$ cat src/sv/eerm_pkg.sv
// Shared types, constants and codes for the EEPROM record ring manager.
package eerm_pkg;

   // Device geometry and table layout
   localparam int PAGE_BYTES = 64;
   localparam int PAGE_BITS  = 6;
   localparam int MEM_BYTES  = 32768;
   localparam int SLOTS      = 16;
   localparam int SLOT_BITS  = 4;
   localparam logic [16:0] SEQ_BASE  = 17'h00040;
   localparam logic [16:0] ADDR_BASE = 17'h00060;
   localparam logic [16:0] DATA_BASE = 17'h00080;
   localparam logic [16:0] MEM_TOP   = 17'(MEM_BYTES);

   // Command codes
   localparam logic [1:0] CMD_LOAD   = 2'd0;
   localparam logic [1:0] CMD_START  = 2'd1;
   localparam logic [1:0] CMD_APPEND = 2'd2;
   localparam logic [1:0] CMD_LOCATE = 2'd3;

   // Result kinds
   localparam logic [2:0] KIND_WRITE = 3'd0;
   localparam logic [2:0] KIND_ADDR  = 3'd1;
   localparam logic [2:0] KIND_SEQ   = 3'd2;
   localparam logic [2:0] KIND_READ  = 3'd3;
   localparam logic [2:0] KIND_DONE  = 3'd4;

   // Register indexes
   localparam logic [1:0] REG_BUS_DEVICE   = 2'd0;
   localparam logic [1:0] REG_RECORD_LIMIT = 2'd1;

   typedef struct packed {
      logic [1:0]  cmd;
      logic [3:0]  entry_index;
      logic [15:0] sequence_word;
      logic [15:0] address_word;
      logic [15:0] record_length;
   } req_type;

   typedef struct packed {
      logic [2:0]  kind;
      logic [6:0]  bus_device;
      logic [14:0] start_addr;
      logic [8:0]  length;
      logic [7:0]  chunk_offset;
      logic [15:0] word_value;
      logic        last;
      logic        error;
      logic [15:0] record_count;
      logic [3:0]  slot_index;
   } rsp_type;

   // Datapath operations issued by the controller
   typedef enum logic [4:0] {
      OP_NONE,
      OP_ACCEPT,
      OP_RD_SEQ0,
      OP_CHECK,
      OP_CLR_SEQ,
      OP_CLR_ADDR,
      OP_SCAN_RD,
      OP_SCAN_CMP,
      OP_LAT_RD,
      OP_LAT_SET,
      OP_CHUNK,
      OP_TAIL,
      OP_ADDR_RD,
      OP_ADDR_EMIT,
      OP_SEQ_RD,
      OP_SEQ_EMIT,
      OP_LOC_ERR,
      OP_READ1,
      OP_READ2,
      OP_DONE
   } dp_op_type;

   typedef struct packed {
      logic       out_free;
      logic [1:0] cmd;
      logic       err;
      logic       uninit;
      logic       idx_last;
      logic       chunk_last;
      logic       loc_bad;
      logic       split;
   } dp_status_type;

endpackage

$ cat src/sv/eerm_ram.sv
// Generic single write port, single read port RAM with registered read.
module eerm_ram #(
   parameter int WIDTH = 16,
   parameter int DEPTH = 16
) (
   input  logic                     clock,
   input  logic                     we,
   input  logic [$clog2(DEPTH)-1:0] waddr,
   input  logic [WIDTH-1:0]         wdata,
   input  logic [$clog2(DEPTH)-1:0] raddr,
   output logic [WIDTH-1:0]         rdata
);

   logic [WIDTH-1:0] mem_ff [DEPTH];
   logic [WIDTH-1:0] rdata_ff;

   // Write and registered read
   always_ff @(posedge clock) begin
      if (we) begin
         mem_ff[waddr] <= wdata;
      end
      rdata_ff <= mem_ff[raddr];
   end

   assign rdata = rdata_ff;

endmodule

$ cat src/sv/eerm_dp.sv
// Datapath: configuration, ring state, both tables and the result register.
module eerm_dp
   import eerm_pkg::*;
#(
   parameter int RECORD_BYTES = 16
) (
   input  logic          clock,
   input  logic          reset,
   input  dp_op_type     op,
   input  req_type       req_data,
   input  logic          csr_valid,
   input  logic [1:0]    csr_index,
   input  logic [15:0]   csr_wdata,
   input  logic          rsp_stall,
   output dp_status_type status,
   output logic          rsp_valid,
   output rsp_type       rsp_data
);

   localparam logic [8:0]  REC  = 9'(RECORD_BYTES);
   localparam logic [16:0] RECX = 17'(RECORD_BYTES);
   localparam logic [8:0]  PAGE = 9'(PAGE_BYTES);

   logic [6:0]  bus_dev_ff, bus_dev_in;
   logic [15:0] limit_ff, limit_in;
   logic [1:0]  cmd_ff, cmd_in;
   logic        err_ff, err_in;
   logic [15:0] latest_ff, latest_in;
   logic [14:0] next_ff, next_in;
   logic [3:0]  slot_ff, slot_in;
   logic [15:0] seq_ff, seq_in;
   logic [15:0] best_ff, best_in;
   logic [3:0]  bslot_ff, bslot_in;
   logic [3:0]  idx_ff, idx_in;
   logic [8:0]  rem_ff, rem_in;
   logic [8:0]  off_ff, off_in;
   logic        fresh_ff, fresh_in;
   logic        wrap_ff, wrap_in;
   logic        rsp_valid_ff, rsp_valid_in;
   rsp_type     rsp_ff, rsp_in;

   logic        seq_we, addr_we;
   logic [3:0]  seq_waddr, addr_waddr, seq_raddr, addr_raddr;
   logic [15:0] seq_wdata, addr_wdata, seq_rdata, addr_rdata;

   logic        out_free;
   logic [8:0]  room, size;
   logic [16:0] next17, step_sum, tail, lat_sum, lat_wrap, lat17, loc_end, first17;
   logic [14:0] step_addr, start_next;
   logic [16:0] seq_plus;
   logic [14:0] tbl_seq_addr, tbl_addr_addr;
   logic [15:0] seq_word;
   logic        loc_bad, split;

   eerm_ram #(.WIDTH(16), .DEPTH(SLOTS)) u_seq_ram (
      .clock(clock), .we(seq_we), .waddr(seq_waddr), .wdata(seq_wdata),
      .raddr(seq_raddr), .rdata(seq_rdata)
   );

   eerm_ram #(.WIDTH(16), .DEPTH(SLOTS)) u_addr_ram (
      .clock(clock), .we(addr_we), .waddr(addr_waddr), .wdata(addr_wdata),
      .raddr(addr_raddr), .rdata(addr_rdata)
   );

   function automatic rsp_type mk_rsp(input logic [2:0] kind, input logic [6:0] dev,
                                      input logic [14:0] addr, input logic [8:0] len,
                                      input logic [7:0] off, input logic [15:0] word,
                                      input logic err, input logic [15:0] cnt,
                                      input logic [3:0] slot);
      rsp_type r;
      r.kind         = kind;
      r.bus_device   = dev;
      r.start_addr   = addr;
      r.length       = len;
      r.chunk_offset = off;
      r.word_value   = word;
      r.last         = (kind == KIND_DONE);
      r.error        = err;
      r.record_count = cnt;
      r.slot_index   = slot;
      return r;
   endfunction

   assign out_free = !rsp_valid_ff || !rsp_stall;

   // Chunk size: rest of the record, capped at the page room (a whole page on a fresh log)
   assign room      = fresh_ff ? PAGE : PAGE - {3'b0, next_ff[PAGE_BITS-1:0]};
   assign size      = (rem_ff <= room) ? rem_ff : room;
   assign next17    = {2'b0, next_ff};
   assign step_sum  = next17 + {8'b0, size};
   assign step_addr = (step_sum[14:0] < DATA_BASE[14:0]) ? DATA_BASE[14:0]
                                                         : step_sum[14:0];

   // Start of the record just written, measured back across the wrap
   assign tail = (next17 >= DATA_BASE + RECX) ? next17 - RECX
                                              : MEM_TOP - (RECX - (next17 - DATA_BASE));

   // Next address derived from the latest stored record
   assign lat_sum  = {1'b0, addr_rdata} + RECX;
   assign lat_wrap = (lat_sum >= MEM_TOP) ? lat_sum - MEM_TOP + DATA_BASE : lat_sum;
   assign start_next = (best_ff == 16'd0 || lat_wrap >= MEM_TOP || lat_wrap < DATA_BASE)
                       ? DATA_BASE[14:0] : lat_wrap[14:0];

   // Locate checks
   assign lat17   = {1'b0, latest_ff};
   assign loc_end = lat17 + RECX;
   assign loc_bad = (lat17 < DATA_BASE) || (lat17 >= MEM_TOP);
   assign split   = loc_end > MEM_TOP;
   assign first17 = MEM_TOP - lat17;

   assign seq_plus      = {1'b0, seq_ff} + 17'd1;
   assign tbl_seq_addr  = SEQ_BASE[14:0] + {10'b0, idx_ff, 1'b0};
   assign tbl_addr_addr = ADDR_BASE[14:0] + {10'b0, idx_ff, 1'b0};
   assign seq_word      = (idx_ff == slot_ff) ? seq_ff : (wrap_ff ? 16'd0 : seq_rdata);

   assign seq_raddr  = (op == OP_RD_SEQ0) ? 4'd0 : idx_ff;
   assign addr_raddr = (op == OP_LAT_RD) ? bslot_ff : idx_ff;

   // Next state of registers and table writes
   always_comb begin
      bus_dev_in   = bus_dev_ff;
      limit_in     = limit_ff;
      cmd_in       = cmd_ff;
      err_in       = err_ff;
      latest_in    = latest_ff;
      next_in      = next_ff;
      slot_in      = slot_ff;
      seq_in       = seq_ff;
      best_in      = best_ff;
      bslot_in     = bslot_ff;
      idx_in       = idx_ff;
      rem_in       = rem_ff;
      off_in       = off_ff;
      fresh_in     = fresh_ff;
      wrap_in      = wrap_ff;
      rsp_in       = rsp_ff;
      rsp_valid_in = rsp_valid_ff && rsp_stall;
      seq_we       = 1'b0;
      addr_we      = 1'b0;
      seq_waddr    = idx_ff;
      addr_waddr   = idx_ff;
      seq_wdata    = 16'd0;
      addr_wdata   = 16'(DATA_BASE);

      if (csr_valid) begin
         if (csr_index == REG_BUS_DEVICE) begin
            bus_dev_in = csr_wdata[6:0];
         end else if (csr_index == REG_RECORD_LIMIT) begin
            limit_in = csr_wdata;
         end
      end

      unique case (op)
         OP_ACCEPT: begin
            cmd_in = req_data.cmd;
            err_in = (req_data.cmd == CMD_APPEND || req_data.cmd == CMD_LOCATE)
                     && (req_data.record_length != 16'(RECORD_BYTES));
            if (req_data.cmd == CMD_LOAD) begin
               seq_we     = 1'b1;
               addr_we    = 1'b1;
               seq_waddr  = req_data.entry_index;
               addr_waddr = req_data.entry_index;
               seq_wdata  = req_data.sequence_word;
               addr_wdata = req_data.address_word;
            end
            if (req_data.cmd == CMD_APPEND &&
                req_data.record_length == 16'(RECORD_BYTES)) begin
               rem_in   = REC;
               off_in   = 9'd0;
               fresh_in = (seq_ff == 16'd0);
               slot_in  = slot_ff + 4'd1;
               wrap_in  = seq_plus > {1'b0, limit_ff};
               seq_in   = (seq_plus > {1'b0, limit_ff}) ? 16'd1 : seq_plus[15:0];
            end
         end
         OP_CHECK: begin
            idx_in   = 4'd0;
            best_in  = 16'd0;
            bslot_in = 4'd0;
            if (seq_rdata > limit_ff) begin
               seq_in    = 16'd0;
               slot_in   = 4'd0;
               latest_in = 16'(DATA_BASE);
               next_in   = DATA_BASE[14:0];
            end
         end
         OP_CLR_SEQ: begin
            seq_we       = 1'b1;
            addr_we      = 1'b1;
            rsp_valid_in = 1'b1;
            rsp_in = mk_rsp(KIND_SEQ, bus_dev_ff, tbl_seq_addr, 9'd2, 8'd0, 16'd0,
                            1'b0, seq_ff, slot_ff);
            idx_in = idx_ff + 4'd1;
         end
         OP_CLR_ADDR: begin
            rsp_valid_in = 1'b1;
            rsp_in = mk_rsp(KIND_ADDR, bus_dev_ff, tbl_addr_addr, 9'd2, 8'd0,
                            16'(DATA_BASE), 1'b0, seq_ff, slot_ff);
            idx_in = idx_ff + 4'd1;
         end
         OP_SCAN_CMP: begin
            if (seq_rdata > best_ff) begin
               best_in  = seq_rdata;
               bslot_in = idx_ff;
            end
            idx_in = idx_ff + 4'd1;
         end
         OP_LAT_SET: begin
            latest_in = addr_rdata;
            seq_in    = best_ff;
            slot_in   = bslot_ff;
            next_in   = start_next;
         end
         OP_CHUNK: begin
            rsp_valid_in = 1'b1;
            rsp_in = mk_rsp(KIND_WRITE, bus_dev_ff, next_ff, size, off_ff[7:0], 16'd0,
                            1'b0, seq_ff, slot_ff);
            next_in = step_addr;
            rem_in  = rem_ff - size;
            off_in  = off_ff + size;
         end
         OP_TAIL: begin
            latest_in  = tail[15:0];
            addr_we    = 1'b1;
            addr_waddr = slot_ff;
            addr_wdata = tail[15:0];
            idx_in     = 4'd0;
         end
         OP_ADDR_EMIT: begin
            rsp_valid_in = 1'b1;
            rsp_in = mk_rsp(KIND_ADDR, bus_dev_ff, tbl_addr_addr, 9'd2, 8'd0, addr_rdata,
                            1'b0, seq_ff, slot_ff);
            idx_in = idx_ff + 4'd1;
         end
         OP_SEQ_EMIT: begin
            seq_we       = 1'b1;
            seq_wdata    = seq_word;
            rsp_valid_in = 1'b1;
            rsp_in = mk_rsp(KIND_SEQ, bus_dev_ff, tbl_seq_addr, 9'd2, 8'd0, seq_word,
                            1'b0, seq_ff, slot_ff);
            idx_in = idx_ff + 4'd1;
         end
         OP_LOC_ERR: begin
            err_in = 1'b1;
         end
         OP_READ1: begin
            rsp_valid_in = 1'b1;
            rsp_in = mk_rsp(KIND_READ, bus_dev_ff, latest_ff[14:0],
                            split ? first17[8:0] : REC, 8'd0, 16'd0, 1'b0, seq_ff, slot_ff);
         end
         OP_READ2: begin
            rsp_valid_in = 1'b1;
            rsp_in = mk_rsp(KIND_READ, bus_dev_ff, DATA_BASE[14:0], REC - first17[8:0],
                            first17[7:0], 16'd0, 1'b0, seq_ff, slot_ff);
         end
         OP_DONE: begin
            rsp_valid_in = 1'b1;
            rsp_in = mk_rsp(KIND_DONE, bus_dev_ff, 15'd0, 9'd0, 8'd0, 16'd0, err_ff,
                            seq_ff, slot_ff);
         end
         default: begin
         end
      endcase
   end

   // Control and state registers
   always_ff @(posedge clock) begin
      if (reset) begin
         bus_dev_ff   <= 7'd80;
         limit_ff     <= 16'd200;
         latest_ff    <= 16'd0;
         next_ff      <= DATA_BASE[14:0];
         slot_ff      <= 4'd0;
         seq_ff       <= 16'd0;
         rsp_valid_ff <= 1'b0;
      end else begin
         bus_dev_ff   <= bus_dev_in;
         limit_ff     <= limit_in;
         latest_ff    <= latest_in;
         next_ff      <= next_in;
         slot_ff      <= slot_in;
         seq_ff       <= seq_in;
         rsp_valid_ff <= rsp_valid_in;
      end
   end

   // Working registers of one item
   always_ff @(posedge clock) begin
      cmd_ff   <= cmd_in;
      err_ff   <= err_in;
      best_ff  <= best_in;
      bslot_ff <= bslot_in;
      idx_ff   <= idx_in;
      rem_ff   <= rem_in;
      off_ff   <= off_in;
      fresh_ff <= fresh_in;
      wrap_ff  <= wrap_in;
      rsp_ff   <= rsp_in;
   end

   assign status.out_free   = out_free;
   assign status.cmd        = cmd_ff;
   assign status.err        = err_ff;
   assign status.uninit     = seq_rdata > limit_ff;
   assign status.idx_last   = (idx_ff == 4'(SLOTS - 1));
   assign status.chunk_last = (rem_ff == size);
   assign status.loc_bad    = loc_bad;
   assign status.split      = split;

   assign rsp_valid = rsp_valid_ff;
   assign rsp_data  = rsp_ff;

   a_last_on_done: assert property (@(posedge clock) disable iff (reset)
      rsp_valid_ff |-> (rsp_ff.last == (rsp_ff.kind == KIND_DONE)))
      else $error("last flag set on a word other than done");

   a_error_on_done: assert property (@(posedge clock) disable iff (reset)
      (rsp_valid_ff && rsp_ff.error) |-> (rsp_ff.kind == KIND_DONE))
      else $error("error flag on a transfer word");

   a_next_in_region: assert property (@(posedge clock) disable iff (reset)
      (op == OP_CHUNK) |=> ({2'b0, next_ff} >= DATA_BASE))
      else $error("next address left the data region");

endmodule

$ cat src/sv/eerm_ctrl.sv
// Controller: sequences the datapath through load, start, append and locate.
module eerm_ctrl
   import eerm_pkg::*;
(
   input  logic          clock,
   input  logic          reset,
   input  logic          req_valid,
   input  dp_status_type status,
   output logic          req_stall,
   output dp_op_type     op
);

   typedef enum logic [18:0] {
      S_IDLE      = 19'h00001,
      S_DISPATCH  = 19'h00002,
      S_START_RD  = 19'h00004,
      S_START_CHK = 19'h00008,
      S_CLR_SEQ   = 19'h00010,
      S_CLR_ADDR  = 19'h00020,
      S_SCAN_RD   = 19'h00040,
      S_SCAN_CMP  = 19'h00080,
      S_LAT_RD    = 19'h00100,
      S_LAT_SET   = 19'h00200,
      S_CHUNK     = 19'h00400,
      S_TAIL      = 19'h00800,
      S_ADDR_RD   = 19'h01000,
      S_ADDR_EM   = 19'h02000,
      S_SEQ_RD    = 19'h04000,
      S_SEQ_EM    = 19'h08000,
      S_LOCATE    = 19'h10000,
      S_READ2     = 19'h20000,
      S_DONE      = 19'h40000
   } state_type;

   state_type state_ff, state_in;
   logic      accept;

   assign req_stall = (state_ff != S_IDLE);
   assign accept    = req_valid && !req_stall;

   // Next state and datapath operation
   always_comb begin
      state_in = state_ff;
      op       = OP_NONE;
      unique case (state_ff)
         S_IDLE: begin
            if (accept) begin
               op       = OP_ACCEPT;
               state_in = S_DISPATCH;
            end
         end
         S_DISPATCH: begin
            priority if (status.err)                state_in = S_DONE;
            else if (status.cmd == CMD_START)       state_in = S_START_RD;
            else if (status.cmd == CMD_APPEND)      state_in = S_CHUNK;
            else if (status.cmd == CMD_LOCATE)      state_in = S_LOCATE;
            else                                    state_in = S_DONE;
         end
         S_START_RD: begin
            op       = OP_RD_SEQ0;
            state_in = S_START_CHK;
         end
         S_START_CHK: begin
            op       = OP_CHECK;
            state_in = status.uninit ? S_CLR_SEQ : S_SCAN_RD;
         end
         S_CLR_SEQ: begin
            if (status.out_free) begin
               op = OP_CLR_SEQ;
               if (status.idx_last) state_in = S_CLR_ADDR;
            end
         end
         S_CLR_ADDR: begin
            if (status.out_free) begin
               op = OP_CLR_ADDR;
               if (status.idx_last) state_in = S_DONE;
            end
         end
         S_SCAN_RD: begin
            op       = OP_SCAN_RD;
            state_in = S_SCAN_CMP;
         end
         S_SCAN_CMP: begin
            op       = OP_SCAN_CMP;
            state_in = status.idx_last ? S_LAT_RD : S_SCAN_RD;
         end
         S_LAT_RD: begin
            op       = OP_LAT_RD;
            state_in = S_LAT_SET;
         end
         S_LAT_SET: begin
            op       = OP_LAT_SET;
            state_in = S_DONE;
         end
         S_CHUNK: begin
            if (status.out_free) begin
               op = OP_CHUNK;
               if (status.chunk_last) state_in = S_TAIL;
            end
         end
         S_TAIL: begin
            op       = OP_TAIL;
            state_in = S_ADDR_RD;
         end
         S_ADDR_RD: begin
            op       = OP_ADDR_RD;
            state_in = S_ADDR_EM;
         end
         S_ADDR_EM: begin
            if (status.out_free) begin
               op       = OP_ADDR_EMIT;
               state_in = status.idx_last ? S_SEQ_RD : S_ADDR_RD;
            end
         end
         S_SEQ_RD: begin
            op       = OP_SEQ_RD;
            state_in = S_SEQ_EM;
         end
         S_SEQ_EM: begin
            if (status.out_free) begin
               op       = OP_SEQ_EMIT;
               state_in = status.idx_last ? S_DONE : S_SEQ_RD;
            end
         end
         S_LOCATE: begin
            priority if (status.loc_bad) begin
               op       = OP_LOC_ERR;
               state_in = S_DONE;
            end else if (status.out_free) begin
               op       = OP_READ1;
               state_in = status.split ? S_READ2 : S_DONE;
            end
         end
         S_READ2: begin
            if (status.out_free) begin
               op       = OP_READ2;
               state_in = S_DONE;
            end
         end
         S_DONE: begin
            if (status.out_free) begin
               op       = OP_DONE;
               state_in = S_IDLE;
            end
         end
         default: begin
            state_in = S_IDLE;
         end
      endcase
   end

   // State register
   always_ff @(posedge clock) begin
      if (reset) begin
         state_ff <= S_IDLE;
      end else begin
         state_ff <= state_in;
      end
   end

   a_accept_leaves_idle: assert property (@(posedge clock) disable iff (reset)
      accept |=> (state_ff == S_DISPATCH))
      else $error("accepted word did not start a command");

   a_state_onehot: assert property (@(posedge clock) disable iff (reset)
      $onehot(state_ff))
      else $error("controller state lost its one-hot code");

endmodule

$ cat src/sv/eeprom_record_ring_manager_core.sv
// Top level of the EEPROM record ring manager.
//
// Request channel (req_valid / req_stall / req_data) takes one command word at a
// time: load a table slot, start (validate tables and find the latest record),
// append a record, or locate the latest record. Each command yields a run of
// transfer descriptor words on the response channel (rsp_valid / rsp_stall /
// rsp_data), closed by a done word with last set. csr_* writes the bus device
// address (index 0) and the record limit (index 1); csr_ready is always high.
// The controller handles one command at a time: req_stall stays high from
// acceptance until the done word has been loaded into the output register.
// Start reads and compares each sequence slot in turn, or on uninitialised tables
// emits one word per slot of each table instead. Append emits its record in one
// write chunk or two, then reads each table word from the table RAMs and emits it.
// Locate emits one read or two, or just an error if the latest address is outside
// the data region; a refused record length yields only the done word. A stalled
// response word holds in the output register and the controller waits; no word is
// lost. Reset restores the register defaults and the ring state; table contents stay
// undefined until loaded.
module eeprom_record_ring_manager_core
   import eerm_pkg::*;
#(
   parameter int RECORD_BYTES = 16
) (
   input  logic        clock,
   input  logic        reset,
   input  logic        req_valid,
   output logic        req_stall,
   input  req_type     req_data,
   output logic        rsp_valid,
   input  logic        rsp_stall,
   output rsp_type     rsp_data,
   input  logic        csr_valid,
   output logic        csr_ready,
   input  logic [1:0]  csr_index,
   input  logic [15:0] csr_wdata
);

   dp_op_type     op;
   dp_status_type status;

   assign csr_ready = 1'b1;

   eerm_ctrl u_ctrl (
      .clock    (clock),
      .reset    (reset),
      .req_valid(req_valid),
      .status   (status),
      .req_stall(req_stall),
      .op       (op)
   );

   eerm_dp #(.RECORD_BYTES(RECORD_BYTES)) u_dp (
      .clock    (clock),
      .reset    (reset),
      .op       (op),
      .req_data (req_data),
      .csr_valid(csr_valid),
      .csr_index(csr_index),
      .csr_wdata(csr_wdata),
      .rsp_stall(rsp_stall),
      .status   (status),
      .rsp_valid(rsp_valid),
      .rsp_data (rsp_data)
   );

endmodule

$ cat config.mk
export PLATFORM = sky130hd
export DESIGN_NAME = eeprom_record_ring_manager_core
export DESIGN_NICKNAME = d
export VERILOG_FILES = /design/src/sv/eerm_pkg.sv /design/src/sv/eerm_ram.sv /design/src/sv/eerm_dp.sv /design/src/sv/eerm_ctrl.sv /design/src/sv/eeprom_record_ring_manager_core.sv
export SDC_FILE = /design/constraint.sdc
export NUM_CORES = 1
export LEC_CHECK = 0
export ABC_AREA = 1
export BUFFER_PORTS_ARGS = -buffer_cell sky130_fd_sc_hd__buf_2
export CAP_MARGIN = 0
export CORE_AREA = 2 2 303 305
export DETAILED_ROUTE_END_ITERATION = 10
export DIE_AREA = 0 0 305 307
export MAX_ROUTING_LAYER = met4
export PLACE_DENSITY = 0.65
export RECOVER_POWER = 50
export SLEW_MARGIN = 10
export SYNTH_ARGS = -nofsm -noshare
export SYNTH_HDL_FRONTEND = slang
export SYNTH_SLANG_ARGS = --single-unit
$ cat constraint.sdc
create_clock -name clock -period 9 [get_ports clock]
set_input_delay 1.8 -clock clock [delete_from_list [all_inputs] [get_ports clock]]
set_output_delay 1.8 -clock clock [all_outputs]
set_load 0.005 [all_outputs]
==> key figures <==
CTS
  – Post-CTS Repair Setup Buffers: 0
  – TritonCTS clock tree: built
  – CTS Root Cell: clkbuf_16
  – Clock Sinks: 763
  – # resized after CTS: 0
  – Hold buffer count at CTS: 0
  – CTS Buf Count: between 70 and 80
  – Clock latency on the worst-skew pair: ~0.66 ns
  – Clock slew at reported path FFs: ~0.070 ns
  – H-tree level count: 3
  – CTS max path bufs: 3

STA
  – Rel. slew slack: -112.6%
  – Worst Tran Pin Value: 3.156 ns
  – Fin crit period: between 5 and 6 ns
  – Final setup viols: 0
  – Final setup TNS: 0 ns
  – Final Max Tran Viols: about 130
  – Clock Skew: 0.03108 ns
  – Post-route clock period utilization: 63.12%
  – Final hold violation count: 0
  – RSZ-0062 raised after global routing: false
  – Max Clock Freq: 176.0 MHz

Synthesis
  – Yosys warnings: 0
  – Distinct cell type count after synthesis: 53
  – Sequential share of the synthesized area: 60.48%
  – Synth async-reset ratio: 0%
  – Yosys reg bits: ~760
  – Synth area leader: edfxtp_1
  – Post-synthesis cell area: roughly 36000 um2
  – Most frequent cell after synthesis: edfxtp_1
  – Synth area leaders: edfxtp_1 (53%), dfxtp_1 (7.0%), nand2_1 (5.6%), o21ai_0 (4.5%), nor2_1 (4.3%)
  – Synthesized area per cell: 10.11 um2
  – Post-Synthesis Cells: 3539
  – Synth top cells by count: edfxtp_1 (637), nand2_1 (531), nor2_1 (409)
  – Synth top area share: 53.44%
  – Post-synth EDFFs: about 640
  – Ys flop type: edfxtp_1

Critical path
  – CP Data Arrival Time: between 5 and 6 ns
  – Critical Path Fanout Max: 30
  – CP max-delay cell: o21ai_0
  – Most used cell, CP: nand2_1
  – Worst stage delay on the critical path: 1.25 ns
  – Crit end category: flop
  – Crit Path Class: flop to flop
  – Startpoint types: flop
  – Critical Path RT: 8.98 ns
  – Cell breakdown of the critical path: nor2_1, nand2_1, nor2_1, nand2_1, nor2_1, nand2_1, nor3_1, clkbuf_1, nand2_1, o21ai_0

GRT
  – Largest net degree at the start of global routing: between 80 and 90
  – Vias in the first global route: 25210
  – Total gr overflow: 0
  – First-pass GRT wire length: 156700 um
  – Initial antenna violation count: 4
  – Global Route Usage Sum: 22.67%

Place
  – Routability cong.: 0.9772
  – Area of placed instances: 37710 um2
  – Port Buf Inserts: around 160
  – HPWL after DPL: roughly 72000 um

Finish
  – Register Area: 21650 um2
  – Multi-input gate area: 12150 um2
  – Layout cells sized above 1: about a tenth
  – Fin area: 40090 um2
  – Final nets: 3830
  – Syn-to-layout area delta: 12.00%
  – Fillers: 8490
  – Utilization after layout: 44.21%

Drt
  – Post-DRT Antenna Nets: 0
  – Detailed-route wire length per cell: 21.35 um
  – Router iterations before antenna repair: 6
  – DR vias/cell: 5.426
  – DR vias: roughly 27000
  – DRC errors left: 0
  – DRT Wirelength: 104800 um
  – DR iter-0 viols: 2967

Hold path
  – Hold crit path type: flop to flop

Run status
  – Failing checks: max-capacitance violations, max-slew violations
  – Status: complete, but fails checks

Pwr
  – Max IR drop VDD: 0.1492 mV
  – Pwr dens: 219.1 nW/um2
  – Leakage: around 15 nW

Floorplan
  – Initial Utilization: 39.47%
  – Io pins: 160
  – Row count: 111
  – Die H: 307 um
  – Die area: 93640 um2
  – Core area: 90690 um2
  – Die Width: 305 um

Job
  – Max cap viols: 5
power breakdown:
part,leakage [nW],internal (mW),switching [mW]
logic,7.21,0.338,1.00
clock network,1.24,1.84,1.42
registers,6.84,4.07,0.109
cells in the final DEF, fill, tap and decap left out, types with 31 or more instances in the layout:
cell type / synthesis / layout
nand4_1: 40 / 40
clkbuf_1: 85 / 76
nor2_2: 12 / 31
clkbuf_16: 0 / 81
o211ai_1: 118 / 118
nor2_1: 409 / 391
dfxtp_1: 126 / 126
o21ai_0: 325 / 329
o22ai_1: 39 / 39
o21ai_1: 50 / 43
xor2_1: 38 / 38
ha_1: 92 / 92
nand2_1: 531 / 531
buf_2: 40 / 114
edfxtp_1: 637 / 637
nand3_1: 162 / 166
a211oi_1: 44 / 44
inv_1: 324 / 325
a21oi_1: 147 / 147
nor3_1: 74 / 75
or2_2: 67 / 67
metrics by stage:
step           std cells  hold slack, ns  total power, mW  worst slack [ns]
6_report            4910          0.4294            8.782             3.319
5_1_grt             4910          0.4356            9.118             3.013
4_1_cts             4908          0.4297            8.829             4.231
3_5_place_dp        4764          0.4155            5.597             3.563
3_3_place_gp        4764          0.4106            5.582             3.628
2_1_floorplan       3540          0.4086            5.079             3.718
logic make-up after synthesis:
kind of cell | synth area share [%]
DFF | 60.48
adders and majority gates | 3.383
AOI/OAI and AO/OA | 12.59
other | 0.02098
and+or+nand+nor | 16.51
xor gates and xnor gates | 1.272
buffers and inverters | 5.739
registers in the layout, indices dropped and copies added, names as in the netlist, 16 cells and up:
register,count
u_dp.limit_ff,16
u_dp.rsp_data,79
u_dp.best_ff,16
u_dp.u_addr_ram.mem_ff,256
u_dp.u_addr_ram.rdata,16
u_ctrl.state_ff,19
u_dp.latest_ff,16
u_dp.seq_ff,16
u_dp.u_seq_ram.mem_ff,256
u_dp.u_seq_ram.rdata,16
per-layer routing:
layer | global-route usage [%] | up-vias | part of all wire [%]
met5 | - | - | 0
met4 | 7.875 | 0 | 3.4
met2 | 35.02 | 1078 | 46
met1 | 30.56 | 12750 | 43
li1 | - | 12640 | -
met3 | 3.391 | 170 | 7.9
final cells by class:
type                            count  share of cell area, %
Sequential cell                   763                  54.00
Multi-Input combinational cell   2279                  30.30
Clock buffer                      103                  5.312
Tap cell                         1186                  3.701
Inverter                          340                  3.193
Timing Repair Buffer              196                  2.425
Clock inverter                     41                  1.049
Antenna cell                        2                0.01248
final timing paths:
path                                                       from                               endpoint  slack, ns  cells after the start
worst min register to register  u_dp.bus_dev_ff[5]$_SDFFE_PP0P_            u_dp.rsp_data[75]$_DFFE_PP_       0.43                      0
worst max register to register  u_ctrl.state_ff[8]$_SDFFE_PP0P_  u_dp.u_seq_ram.mem_ff[9][4]$_DFFE_PP_       3.32                     10
worst max-delay path            u_ctrl.state_ff[8]$_SDFFE_PP0P_  u_dp.u_seq_ram.mem_ff[9][4]$_DFFE_PP_       3.32                     10
worst min-delay path            u_dp.bus_dev_ff[5]$_SDFFE_PP0P_            u_dp.rsp_data[75]$_DFFE_PP_       0.43                      0
critical path, delay by kind of cell, from the launching register on:
family / cells / cell delay [ns]
AND/OR/NAND/NOR: 8 / 2.17
AO/OA/AOI/OAI: 1 / 1.25
buffers and inverters: 1 / 1.23
flip-flops: 1 / 0.33
Note: power is estimated with default switching activity, not from simulation.
